===== src/rtl/core/bspd_pkg.sv =====
// Shared types, constants and lookup tables for the stepped PWM dimmer.
// Used by every module under rtl/core; depends on nothing.

package bspd_pkg;

   // Block sizing
   localparam int NUM_BUTTONS = 4;
   localparam int TIME_BITS   = 32;
   localparam int QUEUE_DEPTH = 2;   // power of two so the pointers wrap on their own

   // Field widths
   localparam int DEBOUNCE_BITS = 16;
   localparam int PERIOD_BITS   = 16;
   localparam int STEP_BITS     = 7;
   localparam int LEVEL_BITS    = 7;
   localparam int PERCENT_BITS  = 6;
   localparam int DUTY_BITS     = 8;
   localparam int COMPARE_BITS  = 16;
   localparam int PRODUCT_BITS  = DUTY_BITS + PERIOD_BITS;
   localparam int CSR_DATA_BITS = 16;
   localparam int CSR_INDEX_BITS = 2;

   // Signed width of the level plus all steps of one sample
   localparam int SUM_BITS = $clog2(NUM_BUTTONS * ((1 << STEP_BITS) - 1) + (1 << LEVEL_BITS)) + 2;

   // Level and duty limits
   localparam int LEVEL_MAX = 100;
   localparam int DUTY_FULL = 255;

   // Register indexes of the configuration port
   typedef enum logic [CSR_INDEX_BITS-1:0] {
      CSR_DEBOUNCE_MS = 2'd0,
      CSR_PWM_PERIOD  = 2'd1,
      CSR_SMALL_STEP  = 2'd2,
      CSR_LARGE_STEP  = 2'd3
   } csr_index_type;

   // Back-end sequencer states
   typedef enum logic [1:0] {
      BK_IDLE,
      BK_MUL,
      BK_DIV,
      BK_FIX
   } back_state_type;

   typedef struct packed {
      logic [DEBOUNCE_BITS-1:0] debounce_ms;
      logic [PERIOD_BITS-1:0]   pwm_period;
      logic [STEP_BITS-1:0]     small_step;
      logic [STEP_BITS-1:0]     large_step;
   } cfg_type;

   typedef struct packed {
      logic [TIME_BITS-1:0]   now_ms;
      logic [NUM_BUTTONS-1:0] button_levels;
   } req_type;

   typedef struct packed {
      logic [COMPARE_BITS-1:0] compare_value;
      logic [DUTY_BITS-1:0]    duty;
      logic [LEVEL_BITS-1:0]   level_percent;
      logic [PERCENT_BITS-1:0] output_percent;
      logic [NUM_BUTTONS-1:0]  press_mask;
      logic                    changed;
   } rsp_type;

   // One classified sample handed from front to back
   typedef struct packed {
      logic [LEVEL_BITS-1:0]  level;
      logic [NUM_BUTTONS-1:0] press_mask;
   } entry_type;

   // Level 0..100 to output percent, (48x + 50) / 100 + 2; unused codes hold the top
   localparam logic [PERCENT_BITS-1:0] MAP_TABLE [0:(1<<LEVEL_BITS)-1] = '{
       2,  2,  3,  3,  4,  4,  5,  5,  6,  6,  7,  7,  8,  8,  9,  9, 10, 10, 11, 11,
      12, 12, 13, 13, 14,
      14, 14, 15, 15, 16, 16, 17, 17, 18, 18, 19, 19, 20, 20, 21, 21, 22, 22, 23, 23,
      24, 24, 25, 25, 26,
      26, 26, 27, 27, 28, 28, 29, 29, 30, 30, 31, 31, 32, 32, 33, 33, 34, 34, 35, 35,
      36, 36, 37, 37, 38,
      38, 38, 39, 39, 40, 40, 41, 41, 42, 42, 43, 43, 44, 44, 45, 45, 46, 46, 47, 47,
      48, 48, 49, 49, 50,
      50,
      50, 50, 50, 50, 50, 50, 50, 50, 50, 50, 50, 50, 50, 50, 50, 50, 50, 50, 50, 50,
      50, 50, 50, 50, 50, 50, 50
   };

   // Output percent to duty byte, percent * 255 / 100 truncated
   localparam logic [DUTY_BITS-1:0] DUTY_TABLE [0:(1<<PERCENT_BITS)-1] = '{
        0,   2,   5,   7,  10,  12,  15,  17,  20,  22,  25,  28,  30,  33,  35,  38,
       40,  43,  45,  48,  51,  53,  56,  58,  61,  63,  66,  68,  71,  73,  76,  79,
       81,  84,  86,  89,  91,  94,  96,  99, 102, 104, 107, 109, 112, 114, 117, 119,
      122, 124, 127, 130, 132, 135, 137, 140, 142, 145, 147, 150, 153, 155, 158, 160
   };

endpackage


===== src/rtl/core/bspd_front.sv =====
// Front end of the stepped PWM dimmer: debounces each button, sums the steps
// and clamps the user level. Depends on bspd_pkg.

module bspd_front (
   input  logic                 clock,
   input  logic                 reset,
   input  bspd_pkg::cfg_type    cfg,
   input  logic                 req_valid,
   input  bspd_pkg::req_type    req_payload,
   input  logic                 queue_full,
   output logic                 push,
   output bspd_pkg::entry_type  push_entry
);

   logic [bspd_pkg::NUM_BUTTONS-1:0]  remembered_ff;
   logic [bspd_pkg::NUM_BUTTONS-1:0]  remembered_in;
   logic [bspd_pkg::TIME_BITS-1:0]    last_time_ff [bspd_pkg::NUM_BUTTONS];
   logic [bspd_pkg::TIME_BITS-1:0]    last_time_in [bspd_pkg::NUM_BUTTONS];
   logic [bspd_pkg::LEVEL_BITS-1:0]   level_ff;
   logic [bspd_pkg::LEVEL_BITS-1:0]   level_in;
   logic [bspd_pkg::NUM_BUTTONS-1:0]  press_mask;

   // Take a transaction whenever the queue has room
   assign push = req_valid && !queue_full;

   // Debounce every button and accumulate the steps of its accepted presses
   always_comb begin
      logic signed [bspd_pkg::SUM_BITS-1:0] total;
      logic signed [bspd_pkg::SUM_BITS-1:0] step;
      logic [bspd_pkg::TIME_BITS-1:0]       elapsed;
      logic                                 differs;
      logic                                 accepted;
      total = $signed({{(bspd_pkg::SUM_BITS-bspd_pkg::LEVEL_BITS){1'b0}}, level_ff});
      press_mask = '0;
      for (int i = 0; i < bspd_pkg::NUM_BUTTONS; i++) begin
         differs  = req_payload.button_levels[i] != remembered_ff[i];
         elapsed  = req_payload.now_ms - last_time_ff[i];
         accepted = differs && (elapsed > bspd_pkg::TIME_BITS'(cfg.debounce_ms));
         remembered_in[i] = req_payload.button_levels[i];
         last_time_in[i]  = accepted ? req_payload.now_ms : last_time_ff[i];
         // Buttons with bit 1 of the index set use the large step
         step = $signed({{(bspd_pkg::SUM_BITS-bspd_pkg::STEP_BITS){1'b0}},
                         ((i & 2) != 0) ? cfg.large_step : cfg.small_step});
         if (accepted && !req_payload.button_levels[i]) begin
            press_mask[i] = 1'b1;
            // Odd buttons step down
            if ((i & 1) != 0) begin
               total = total - step;
            end else begin
               total = total + step;
            end
         end
      end
      // Clamp once to the level range
      if (total < 0) begin
         level_in = '0;
      end else if (total > $signed(bspd_pkg::SUM_BITS'(bspd_pkg::LEVEL_MAX))) begin
         level_in = bspd_pkg::LEVEL_BITS'(bspd_pkg::LEVEL_MAX);
      end else begin
         level_in = total[bspd_pkg::LEVEL_BITS-1:0];
      end
   end

   assign push_entry.level      = level_in;
   assign push_entry.press_mask = press_mask;

   // Update the debounce state and the level on each accepted sample
   always_ff @(posedge clock) begin
      if (reset) begin
         remembered_ff <= '1;
         level_ff      <= '0;
         for (int i = 0; i < bspd_pkg::NUM_BUTTONS; i++) begin
            last_time_ff[i] <= '0;
         end
      end else if (push) begin
         remembered_ff <= remembered_in;
         level_ff      <= level_in;
         for (int i = 0; i < bspd_pkg::NUM_BUTTONS; i++) begin
            last_time_ff[i] <= last_time_in[i];
         end
      end
   end

endmodule


===== src/rtl/core/bspd_queue.sv =====
// Short queue of classified samples between the dimmer front and back ends.
// Depends on bspd_pkg.

module bspd_queue (
   input  logic                 clock,
   input  logic                 reset,
   input  logic                 push,
   input  bspd_pkg::entry_type  push_entry,
   output logic                 full,
   input  logic                 pop,
   output logic                 valid,
   output bspd_pkg::entry_type  pop_entry
);

   localparam int PTR_BITS   = $clog2(bspd_pkg::QUEUE_DEPTH);
   localparam int COUNT_BITS = $clog2(bspd_pkg::QUEUE_DEPTH + 1);

   bspd_pkg::entry_type     slot_ff [bspd_pkg::QUEUE_DEPTH];
   logic [PTR_BITS-1:0]     wr_ptr_ff;
   logic [PTR_BITS-1:0]     rd_ptr_ff;
   logic [COUNT_BITS-1:0]   count_ff;
   logic [COUNT_BITS-1:0]   count_in;

   assign full      = count_ff == COUNT_BITS'(bspd_pkg::QUEUE_DEPTH);
   assign valid     = count_ff != '0;
   assign pop_entry = slot_ff[rd_ptr_ff];

   // Track occupancy
   always_comb begin
      count_in = count_ff;
      if (push && !(pop && valid)) begin
         count_in = count_ff + COUNT_BITS'(1);
      end else if (!push && pop && valid) begin
         count_in = count_ff - COUNT_BITS'(1);
      end
   end

   // Advance the pointers
   always_ff @(posedge clock) begin
      if (reset) begin
         wr_ptr_ff <= '0;
         rd_ptr_ff <= '0;
         count_ff  <= '0;
      end else begin
         count_ff <= count_in;
         if (push) begin
            wr_ptr_ff <= wr_ptr_ff + PTR_BITS'(1);
         end
         if (pop && valid) begin
            rd_ptr_ff <= rd_ptr_ff + PTR_BITS'(1);
         end
      end
   end

   // Store the entry
   always_ff @(posedge clock) begin
      if (push) begin
         slot_ff[wr_ptr_ff] <= push_entry;
      end
   end

endmodule


===== src/rtl/core/bspd_back.sv =====
// Back end of the stepped PWM dimmer: maps the level to percent and duty,
// scales the compare value and holds the result register. Depends on bspd_pkg.

module bspd_back (
   input  logic                 clock,
   input  logic                 reset,
   input  bspd_pkg::cfg_type    cfg,
   input  logic                 queue_valid,
   input  bspd_pkg::entry_type  queue_entry,
   output logic                 pop,
   output logic                 rsp_valid,
   input  logic                 rsp_stall,
   output bspd_pkg::rsp_type    rsp_payload
);

   bspd_pkg::back_state_type              state_ff;
   bspd_pkg::back_state_type              state_in;
   bspd_pkg::entry_type                   entry_ff;
   bspd_pkg::entry_type                   entry_in;
   logic [bspd_pkg::PERCENT_BITS-1:0]     mapped_ff;
   logic [bspd_pkg::PERCENT_BITS-1:0]     mapped_in;
   logic [bspd_pkg::DUTY_BITS-1:0]        duty_ff;
   logic [bspd_pkg::DUTY_BITS-1:0]        duty_in;
   logic [bspd_pkg::PRODUCT_BITS-1:0]     product_ff;
   logic [bspd_pkg::PRODUCT_BITS-1:0]     product_in;
   logic [bspd_pkg::COMPARE_BITS-1:0]     quot_ff;
   logic [bspd_pkg::COMPARE_BITS-1:0]     quot_in;
   logic                                  rsp_valid_ff;
   logic                                  rsp_valid_in;
   bspd_pkg::rsp_type                     rsp_ff;
   bspd_pkg::rsp_type                     rsp_in;

   assign rsp_valid   = rsp_valid_ff;
   assign rsp_payload = rsp_ff;

   // Sequence one sample: look up, multiply, estimate quotient, correct
   always_comb begin
      logic [bspd_pkg::PRODUCT_BITS+8:0]  scaled;
      logic [bspd_pkg::PRODUCT_BITS:0]    remainder;
      logic                               out_free;
      state_in     = state_ff;
      entry_in     = entry_ff;
      mapped_in    = mapped_ff;
      duty_in      = duty_ff;
      product_in   = product_ff;
      quot_in      = quot_ff;
      rsp_in       = rsp_ff;
      pop          = 1'b0;
      out_free     = !rsp_valid_ff || !rsp_stall;
      rsp_valid_in = rsp_valid_ff && rsp_stall;
      scaled       = '0;
      remainder    = '0;
      unique case (state_ff)
         bspd_pkg::BK_IDLE: begin
            if (queue_valid) begin
               pop       = 1'b1;
               entry_in  = queue_entry;
               mapped_in = bspd_pkg::MAP_TABLE[queue_entry.level];
               state_in  = bspd_pkg::BK_MUL;
            end
         end
         bspd_pkg::BK_MUL: begin
            duty_in    = bspd_pkg::DUTY_TABLE[mapped_ff];
            product_in = bspd_pkg::PRODUCT_BITS'(duty_in) *
                         bspd_pkg::PRODUCT_BITS'(cfg.pwm_period);
            state_in   = bspd_pkg::BK_DIV;
         end
         bspd_pkg::BK_DIV: begin
            // p * 257 / 65536 is p / 255 or one less
            scaled   = {9'd0, product_ff} + {1'b0, product_ff, 8'd0};
            quot_in  = scaled[bspd_pkg::COMPARE_BITS+15:16];
            state_in = bspd_pkg::BK_FIX;
         end
         bspd_pkg::BK_FIX: begin
            if (out_free) begin
               remainder = {1'b0, product_ff} - {1'b0, quot_ff, 8'd0} +
                           {9'd0, quot_ff};
               rsp_in.compare_value  = (remainder >= (bspd_pkg::PRODUCT_BITS+1)'
                                        (bspd_pkg::DUTY_FULL))
                                       ? quot_ff + bspd_pkg::COMPARE_BITS'(1) : quot_ff;
               rsp_in.duty           = duty_ff;
               rsp_in.level_percent  = entry_ff.level;
               rsp_in.output_percent = mapped_ff;
               rsp_in.press_mask     = entry_ff.press_mask;
               rsp_in.changed        = entry_ff.press_mask != '0;
               rsp_valid_in          = 1'b1;
               state_in              = bspd_pkg::BK_IDLE;
            end
         end
      endcase
   end

   // Hold control state
   always_ff @(posedge clock) begin
      if (reset) begin
         state_ff     <= bspd_pkg::BK_IDLE;
         rsp_valid_ff <= 1'b0;
      end else begin
         state_ff     <= state_in;
         rsp_valid_ff <= rsp_valid_in;
      end
   end

   // Hold the working values and the result
   always_ff @(posedge clock) begin
      entry_ff   <= entry_in;
      mapped_ff  <= mapped_in;
      duty_ff    <= duty_in;
      product_ff <= product_in;
      quot_ff    <= quot_in;
      rsp_ff     <= rsp_in;
   end

endmodule


===== src/rtl/core/button_stepped_pwm_dimmer.sv =====
// Top level of the stepped PWM dimmer: configuration registers, front end,
// sample queue and back end. Depends on bspd_pkg and the bspd_* modules.

// Each request transaction is one sample of the buttons with its millisecond
// timestamp and yields exactly one response transaction. The front end does
// the debounce, step sum and clamp of a sample combinationally, registers them
// on the edge of acceptance and parks the sample in a two-entry queue; the
// back-end sequencer then takes one sample at a time through table lookup, duty
// times period, reciprocal estimate of the divide by 255 and correction into the
// output register, and pops the next only after the last is written out; the
// correction waits while a stalled response still holds the output register.
// The request side stalls only when the queue is full. Configuration writes
// take effect at once and belong in idle periods.

module button_stepped_pwm_dimmer (
   input  logic                                clock,
   input  logic                                reset,
   input  logic                                req_valid,
   output logic                                req_stall,
   input  bspd_pkg::req_type                   req_payload,
   output logic                                rsp_valid,
   input  logic                                rsp_stall,
   output bspd_pkg::rsp_type                   rsp_payload,
   input  logic                                csr_write_enable,
   input  logic [bspd_pkg::CSR_INDEX_BITS-1:0] csr_index,
   input  logic [bspd_pkg::CSR_DATA_BITS-1:0]  csr_write_data
);

   bspd_pkg::cfg_type    cfg_ff;
   logic                 push;
   bspd_pkg::entry_type  push_entry;
   logic                 queue_full;
   logic                 pop;
   logic                 queue_valid;
   bspd_pkg::entry_type  queue_entry;

   assign req_stall = queue_full;

   // Write the configuration registers
   always_ff @(posedge clock) begin
      if (reset) begin
         cfg_ff.debounce_ms <= bspd_pkg::DEBOUNCE_BITS'(50);
         cfg_ff.pwm_period  <= bspd_pkg::PERIOD_BITS'(1000);
         cfg_ff.small_step  <= bspd_pkg::STEP_BITS'(1);
         cfg_ff.large_step  <= bspd_pkg::STEP_BITS'(10);
      end else if (csr_write_enable) begin
         unique case (bspd_pkg::csr_index_type'(csr_index))
            bspd_pkg::CSR_DEBOUNCE_MS: begin
               cfg_ff.debounce_ms <= csr_write_data[bspd_pkg::DEBOUNCE_BITS-1:0];
            end
            bspd_pkg::CSR_PWM_PERIOD: begin
               cfg_ff.pwm_period <= csr_write_data[bspd_pkg::PERIOD_BITS-1:0];
            end
            bspd_pkg::CSR_SMALL_STEP: begin
               cfg_ff.small_step <= csr_write_data[bspd_pkg::STEP_BITS-1:0];
            end
            bspd_pkg::CSR_LARGE_STEP: begin
               cfg_ff.large_step <= csr_write_data[bspd_pkg::STEP_BITS-1:0];
            end
         endcase
      end
   end

   bspd_front u_front (
      .clock       (clock),
      .reset       (reset),
      .cfg         (cfg_ff),
      .req_valid   (req_valid),
      .req_payload (req_payload),
      .queue_full  (queue_full),
      .push        (push),
      .push_entry  (push_entry)
   );

   bspd_queue u_queue (
      .clock      (clock),
      .reset      (reset),
      .push       (push),
      .push_entry (push_entry),
      .full       (queue_full),
      .pop        (pop),
      .valid      (queue_valid),
      .pop_entry  (queue_entry)
   );

   bspd_back u_back (
      .clock       (clock),
      .reset       (reset),
      .cfg         (cfg_ff),
      .queue_valid (queue_valid),
      .queue_entry (queue_entry),
      .pop         (pop),
      .rsp_valid   (rsp_valid),
      .rsp_stall   (rsp_stall),
      .rsp_payload (rsp_payload)
   );

endmodule

===== config.mk =====
export PLATFORM = sky130hd
export DESIGN_NAME = button_stepped_pwm_dimmer
export DESIGN_NICKNAME = d
export VERILOG_FILES = /design/src/rtl/core/bspd_pkg.sv /design/src/rtl/core/bspd_front.sv /design/src/rtl/core/bspd_queue.sv /design/src/rtl/core/bspd_back.sv /design/src/rtl/core/button_stepped_pwm_dimmer.sv
export SDC_FILE = /design/constraint.sdc
export NUM_CORES = 1
export LEC_CHECK = 0
export ABC_CLOCK_PERIOD_IN_PS = 14700
export BUFFER_PORTS_ARGS = -buffer_cell sky130_fd_sc_hd__buf_2
export CORE_ASPECT_RATIO = 1.4
export CORE_MARGIN = 3
export CORE_UTILIZATION = 45
export CTS_BUF_LIST = sky130_fd_sc_hd__clkbuf_16
export CTS_CLUSTER_DIAMETER = 200
export CTS_CLUSTER_SIZE = 20
export DETAILED_ROUTE_END_ITERATION = 8
export HOLD_SLACK_MARGIN = 0.05
export SYNTH_ARGS = -nofsm -noshare
export SYNTH_HDL_FRONTEND = slang
export SYNTH_HIERARCHICAL = 1
export SYNTH_SLANG_ARGS = --single-unit

===== constraint.sdc =====
create_clock -name clock -period 14.7 [get_ports clock]
set_clock_uncertainty 0.2 [all_clocks]
set_input_delay 1.47 -clock clock [delete_from_list [all_inputs] [get_ports clock]]
set_output_delay 1.47 -clock clock [all_outputs]
set_load 0.01 [all_outputs]

==> flow_summary.yaml, run 1 <==
synth:
  synth-seq-cells: 322
  net_count_after_synthesis: 3874
  synth-xor-area-share_pct: 4.707
  synth_area_per_cell_um2: 9.016
  yosys_warnings: 6
  yosys.area_share.simple_pct: 17.80
  synth_adder_area_share_pct: 20.23
  synth_enable_flop_cells: 257
  postSynth.topFlopCell: "sky130_fd_sc_hd__edfxtp_1"
  synth_top_family_by_area: "adder cells"
  count_of_distinct_cell_types_in_the_synthesized_netlist: 116
  synth_compound_gate_area_share_pct: 17.45
  async_reset_ff_share_pct: 0
  netlist_area_mm2: 0.03049
  yosysSeqAreaShare_pct: 29.58
  synth_cells: 3382
  muxShareOfSynthArea_pct: 3.714
clock_tree:
  htreeDepth: 1
  clock_tree.buffer_depth: 3
  hold_buffers: 0
  resized_cells_post_cts: 0
  tritoncts: "yes"
  clock_sink_count: 322
  tritoncts.num_buffers: 20
  cts_setup_buffers: 0
  clock_latency_ns: 0.56
  cts.root.buffer_cell: "sky130_fd_sc_hd__clkbuf_16"
  cts.reportedPaths.clkPinSlew_ns: 0.08
timing:
  tightest_hold_margin_ns: 0.2215
  achievable-frequency_mhz: 95.85
  hold_violations: 0
  finalMaxSlewViolations: 0
  maxSlewHeadroom_pct: 32.92
  rsz0062_at_grt: "no"
  setup_violations: 0
  fin_crit_ns: 10.43
  setup_total_negative_slack_ns: 0
  worst_pin_slew_ns: 1.006
  timing.final.crit_share_pct: 70.97
layout:
  layout_common_cells: "sky130_fd_sc_hd__inv_1, sky130_fd_sc_hd__ha_1, sky130_fd_sc_hd__edfxtp_1"
  layout.cells.most_common: "sky130_fd_sc_hd__inv_1"
  drive_above_1_share_pct: 6.849
  seq_area_mm2: 0.009019
  area_delta_synth_final_pct: 6.254
  final.fill_count: 6495
  finish.net_count: 3909
  fin_area_mm2: 0.03240
  layoutNonFillerInstCount: 4291
  multi_input_comb_area_mm2: 0.01952
critical_path:
  worst_setup_path_end_kind: "flop"
  worstSetupPathType: "in2reg"
  worstSetupStartpointType: "primary input"
  worst_path_largest_cell_delay_ns: 0.52
  worst-endpoint-arrival_ns: 10.65
  worst_path_most_repeated_cell: "sky130_fd_sc_hd__ha_1"
  critPathRequiredTime_ns: 14.91
  worst-r2r-setup-slack_ns: 5.07
  crit-reg2reg-capture: "u_queue/slot_ff[0][4]"
  ff2ff_path_depth: 41
  worst-path-max-fanout: 10
  worstSetupStartpoint: "req_payload[4]"
  worst_setup_ep: "u_queue/slot_ff[0][4]"
  worst_r2r_startpoint: "u_front/last_time_ff[0][4]"
  critical_path.slowest_cell: "sky130_fd_sc_hd__nand3b_1"
die:
  die_h_um: 314.0
  core_region_area_mm2: 0.06684
  die_outline_area_mm2: 0.07096
  rows: 112
  design.portCount: 103
  initial_core_util_pct: 45.61
  die-width_um: 226.0
status:
  status: "finished, final reports clean"
power_and_ir_drop:
  power_mw: 8.157
  vdd_drop_max_v: 0.0003899
  static-leakage-power_nw: 14.08
  cellPowerDensity_mw_per_mm2: 251.8
placed_design:
  numPlacedInstances: 4250
  port_buffers: 102
  placement.cell_area_mm2: 0.03179
  post-dp-hpwl_um: 72040
  gp_congestion: 0.9842
grt:
  grt_pass1_vias: 24650
  antenna_found_initial: 7
  grt_start_max_net_pins: 92
  grt_overflow_total: 0
  grtUsageTotal_pct: 24.91
  grt_pass1_wl_um: 137800
detailed_routing:
  dr.first_iter.drc_count: 1382
  vias: 24810
  drc: 0
  antenna_violating_nets_post_route: 0
  average_wire_per_cell_in_the_routed_design_um: 20.77
  drt-vias-per-instance: 5.782
  routed_wl_um: 89140
  number_of_detailed_route_iterations_in_the_first_pass: 5
job:
  maxCapViolCount: 0
min_path:
  holdCritPathClass: "reg2reg"
## flip-flops by register name (all words and copies together), names as in the netlist, 2 cells and up, named ones only
| signal | cells |
|---|---|
| u_front/last_time_ff | 128 |
| u_back/mapped_ff | 6 |
| u_queue/count_ff | 2 |
| u_back/state_ff | 2 |
| u_front/remembered_ff | 4 |
| u_queue/slot_ff | 22 |
| u_back/duty_ff | 8 |
| u_back/product_ff | 24 |
| cfg_ff | 46 |
| u_back/rsp_payload | 42 |
| u_front/level_ff | 7 |
| u_back/quot_ff | 16 |
| u_back/entry_ff | 11 |
## cell families after synthesis
kind of cell / Yosys count
adder cells (fa/ha/maj): 433
AND/OR/NAND/NOR: 1041
XOR/XNOR: 163
multiplexers: 108
flip-flops: 322
AO/OA/AOI/OAI: 805
buffers and inverters: 510
## power breakdown
part,switching [mW],internal (mW),leakage (nW),total (mW)
Sequential,0.140,1.41,3.08,1.55
Clock,0.331,0.263,0.343,0.594
Combinational,3.48,2.53,10.7,6.02
## worst max-delay path, delay by kind of cell
kind            cells  cell delay [ns]
simple gates       13             2.99
compound gates     13             2.99
fa+ha+maj           6             1.89
xor+xnor            3             0.52
mux                 2             0.43
buf+inv             3             0.34
## cell usage after synthesis (7+ instances only)
cell / number / area (um2)
sky130_fd_sc_hd__dfxtp_1: 65 / 1301
sky130_fd_sc_hd__nand2b_1: 86 / 538.0
sky130_fd_sc_hd__nor3_1: 60 / 300.3
sky130_fd_sc_hd__inv_1: 397 / 1490
sky130_fd_sc_hd__or3_1: 15 / 93.84
sky130_fd_sc_hd__nor2b_1: 60 / 375.4
sky130_fd_sc_hd__a21oi_1: 247 / 1236
sky130_fd_sc_hd__o211ai_1: 29 / 217.7
sky130_fd_sc_hd__a211o_1: 7 / 61.31
sky130_fd_sc_hd__nand2_1: 226 / 848.3
sky130_fd_sc_hd__a221o_1: 7 / 70.07
sky130_fd_sc_hd__o221ai_1: 11 / 96.34
sky130_fd_sc_hd__edfxtp_1: 257 / 7717
sky130_fd_sc_hd__o22ai_1: 8 / 50.05
sky130_fd_sc_hd__and3_1: 84 / 525.5
sky130_fd_sc_hd__nor4_1: 18 / 112.6
sky130_fd_sc_hd__xnor2_1: 101 / 884.6
sky130_fd_sc_hd__and2_1: 97 / 606.8
sky130_fd_sc_hd__a31oi_1: 24 / 150.1
sky130_fd_sc_hd__a311oi_1: 9 / 78.83
sky130_fd_sc_hd__a31o_2: 7 / 61.31
sky130_fd_sc_hd__xor2_1: 61 / 534.3
sky130_fd_sc_hd__buf_2: 18 / 90.09
sky130_fd_sc_hd__a211oi_1: 33 / 247.7
sky130_fd_sc_hd__fa_1: 100 / 2002
sky130_fd_sc_hd__o21ai_0: 143 / 715.7
sky130_fd_sc_hd__o21a_1: 45 / 337.8
sky130_fd_sc_hd__mux2_2: 16 / 180.2
sky130_fd_sc_hd__nand3b_1: 7 / 52.55
sky130_fd_sc_hd__clkbuf_1: 82 / 307.8
sky130_fd_sc_hd__o2111ai_1: 15 / 131.4
sky130_fd_sc_hd__nand3_1: 77 / 385.4
sky130_fd_sc_hd__o31ai_1: 20 / 150.1
sky130_fd_sc_hd__nand4_1: 52 / 325.3
sky130_fd_sc_hd__a21o_1: 63 / 473.0
sky130_fd_sc_hd__ha_1: 333 / 4167
sky130_fd_sc_hd__o21bai_1: 21 / 157.7
sky130_fd_sc_hd__nor2_1: 198 / 743.2
sky130_fd_sc_hd__o21ai_1: 10 / 50.05
sky130_fd_sc_hd__mux2i_1: 88 / 880.8
sky130_fd_sc_hd__or2_2: 11 / 68.82
## cell type report
cell class                 count  share of cell area (%)
sequential                   322                   27.84
antenna                        5                 0.03862
inverter                     400                   4.650
clock buffer                  21                   1.622
tap                          855                   3.302
multi-input combinational   2550                   60.26
timing repair buffer         123                   2.062
clock inverter                15                  0.2240
## routing by layer
layer	vias up	GRT usage [%]	routed length, um
li1	12160	-	-
met1	11900	26.71	33590
met2	544	47.25	46670
met3	212	2.285	2953
met4	4	14.16	5904
met5	-	0	26
## worst min path at each step
| stage | startpoint | end | slack (ns) | cells after the start |
|---|---|---|---|---|
| floorplan | u_back/entry_ff[4] | u_back/rsp_payload[11] | 0.20 | 0 |
| global placement | u_back/duty_ff[4] | u_back/rsp_payload[22] | 0.20 | 0 |
| detailed placement | u_back/entry_ff[9] | u_back/rsp_payload[16] | 0.21 | 0 |
| CTS | u_back/duty_ff[0] | u_back/rsp_payload[18] | 0.22 | 0 |
| global route | u_back/entry_ff[10] | u_back/rsp_payload[17] | 0.23 | 0 |
| finish | u_back/entry_ff[7] | u_back/rsp_payload[14] | 0.22 | 0 |
## stage by stage
stage | util [%] | setup slack [ns]
finish | 48.47 | 4.268
global placement | 47.55 | 4.124
CTS | 48.45 | 4.372
floorplan | - | 5.417
detailed placement | 47.55 | 3.820
global route | 48.45 | 3.657
Power figures use the tool's default switching activity.
==> run 2: changes to the inputs <==
ABC_CLOCK_PERIOD_IN_PS = 9650   (was 14700)
clock period = 9.65 ns   (was 14.7 ns; I/O delays follow)
==> run 2 against run 1 <==
  * Cell count up 0.51%
  * Die area unchanged
  * Critical path type unchanged
  * Largest power group unchanged
  * Global-route usage down 0.12 points
  * Clock power up 49%
  * Sequential share of layout area down 0.17 points
  * Sequential power up 52%
  * Combinational power up 53%
  * Via count up 1.3%
==> flow_summary.yaml, run 2 (synthesized netlist as in run 1, its figures left out) <==
timing:
  maxSlewHeadroom_pct: 35.74
  worst_pin_slew_ns: 0.9639
  hold_violations: 0
  setup_total_negative_slack_ns: 0
  setup_violations: 0
  fin_crit_ns: 9.253
  achievable-frequency_mhz: 108.1
  finalMaxSlewViolations: 0
  timing.final.crit_share_pct: 95.89
  rsz0062_at_grt: "no"
die:
  die_outline_area_mm2: 0.07096
  die_h_um: 314.0
  design.portCount: 103
  initial_core_util_pct: 45.61
  die-width_um: 226.0
  rows: 112
  core_region_area_mm2: 0.06684
critical_path:
  worst_path_largest_cell_delay_ns: 0.51
  worst-endpoint-arrival_ns: 9.35
  worstSetupStartpointType: "primary input"
  cp_top_family: "compound AO/OA/AOI/OAI gates"
  critPathRequiredTime_ns: 9.75
  worst_setup_path_end_kind: "flop"
  critical_path.slowest_cell: "sky130_fd_sc_hd__or4b_1"
  worst-path-max-fanout: 5
  worst_path_most_repeated_cell: "sky130_fd_sc_hd__ha_1"
  worstSetupPathType: "in2reg"
  crit_buf_inv: 3
layout:
  layout_common_cells: "sky130_fd_sc_hd__inv_1, sky130_fd_sc_hd__ha_1, sky130_fd_sc_hd__edfxtp_1"
  registers.top_by_ff_count: "u_front/last_time_ff"
  fin_area_mm2: 0.03260
  area_delta_synth_final_pct: 6.919
  largest_register_ffs: 128
  final.fill_count: 6530
  layoutNonFillerInstCount: 4313
  layout.cells.most_common: "sky130_fd_sc_hd__inv_1"
  antenna_cells: 0
  drive_above_1_share_pct: 7.692
  finish.net_count: 3936
clock_tree:
  cts.reportedPaths.clkPinSlew_ns: 0.08
  clock_tree.buffer_depth: 3
  tritoncts.num_buffers: 20
  cts.root.buffer_cell: "sky130_fd_sc_hd__clkbuf_16"
  clock_latency_ns: 0.58
  htreeDepth: 1
  tritoncts: "yes"
  hold_buffers: 0
  clock_sink_count: 322
grt:
  grt_pass1_wl_um: 137300
  grt_pass1_vias: 24940
  grtUsageTotal_pct: 24.79
  grt_overflow_total: 0
  grt_start_max_net_pins: 92
  antenna_found_initial: 4
status:
  status: "finished, final reports clean"
job:
  maxCapViolCount: 0
detailed_routing:
  antenna_violating_nets_post_route: 0
  average_wire_per_cell_in_the_routed_design_um: 20.72
  vias: 25130
  dr.first_iter.drc_count: 1578
  number_of_detailed_route_iterations_in_the_first_pass: 5
  drc: 0
  drt-vias-per-instance: 5.825
  routed_wl_um: 89350
placed_design:
  placement.cell_area_mm2: 0.03198
  post-dp-hpwl_um: 72310
  gp_congestion: 1.006
  port_buffers: 102
  numPlacedInstances: 4276
power_and_ir_drop:
  cellPowerDensity_mw_per_mm2: 382.5
  power_mw: 12.47
  static-leakage-power_nw: 14.20
  vdd_drop_max_v: 0.0004957
min_path:
  holdCritPathClass: "reg2reg"
==> run 2: cell types whose count changed in the layout (fill, tap and decap cells not counted) <==
cell                        change
sky130_fd_sc_hd__a211oi_1       -1
sky130_fd_sc_hd__a21oi_1        -1
sky130_fd_sc_hd__a211oi_2       +1
sky130_fd_sc_hd__o2111ai_2      +1
sky130_fd_sc_hd__o2111ai_1      -1
sky130_fd_sc_hd__buf_4         +27
sky130_fd_sc_hd__clkinv_8       +1
sky130_fd_sc_hd__diode_2        -5
sky130_fd_sc_hd__clkbuf_16      -1
sky130_fd_sc_hd__a21oi_2        +1
sky130_fd_sc_hd__nor4_1         -1
sky130_fd_sc_hd__nor4_2         +1
==> run 2: routing by layer <==
metal,track usage [%],share of wire (%),wire length (um)
met1,26.24,37,32850
met2,47.21,53,46910
met3,2.071,3.5,3146
met4,14.90,7.2,6408
met5,0,0.035,31
==> run 2: timing repair <==
action / 4_1_cts / 5_1_grt
setup buffers: 0 / 1
resized for setup: 0 / 4
hold endpoints to repair: 0 / 0
endpoints found under the setup margin: 0 / 21
==> run 2: final timing paths <==
| path | cells past startpoint | slack, ns | endpoint | start |
|---|---|---|---|---|
| setup / recovery | 39 | 0.40 | u_queue/slot_ff[0][9] | req_payload[5] |
| hold / removal | 0 | 0.23 | u_back/rsp_payload[16] | u_back/entry_ff[9] |
| setup reg to reg | 39 | 0.47 | u_queue/slot_ff[0][9] | u_front/last_time_ff[0][1] |
| hold reg to reg | 0 | 0.23 | u_back/rsp_payload[16] | u_back/entry_ff[9] |
==> run 2: power by group <==
part | switching [mW] | internal, mW | leakage (nW)
registers | 0.217 | 2.14 | 3.08
logic | 5.34 | 3.88 | 10.8
clock network | 0.498 | 0.387 | 0.338
total | 6.06 | 6.41 | 14.2
==> run 2: area by class of cell <==
class | count | area, um2 | share of cell area, %
clock buffers | 20 | 500.5 | 1.535
clock inverters | 16 | 88.84 | 0.2725
inverters | 400 | 1506 | 4.621
multi-input cells | 2550 | 19550 | 59.95
flip-flops and latches | 322 | 9019 | 27.66
well taps | 855 | 1070 | 3.282
repair buffers | 150 | 870.8 | 2.671
==> run 2: stage by stage <==
| step | hold WS, ns | util [%] | worst slack, ns |
|---|---|---|---|
| 2_1_floorplan | 0.2003 | - | 0.8721 |
| 4_1_cts | 0.2262 | 48.73 | 0.3509 |
| 3_5_place_dp | 0.2062 | 47.85 | -0.2162 |
| 3_3_place_gp | 0.2011 | 47.85 | 0.06976 |
| 5_1_grt | 0.2330 | 48.77 | 0.01722 |
| 6_report | 0.2251 | 48.77 | 0.3966 |
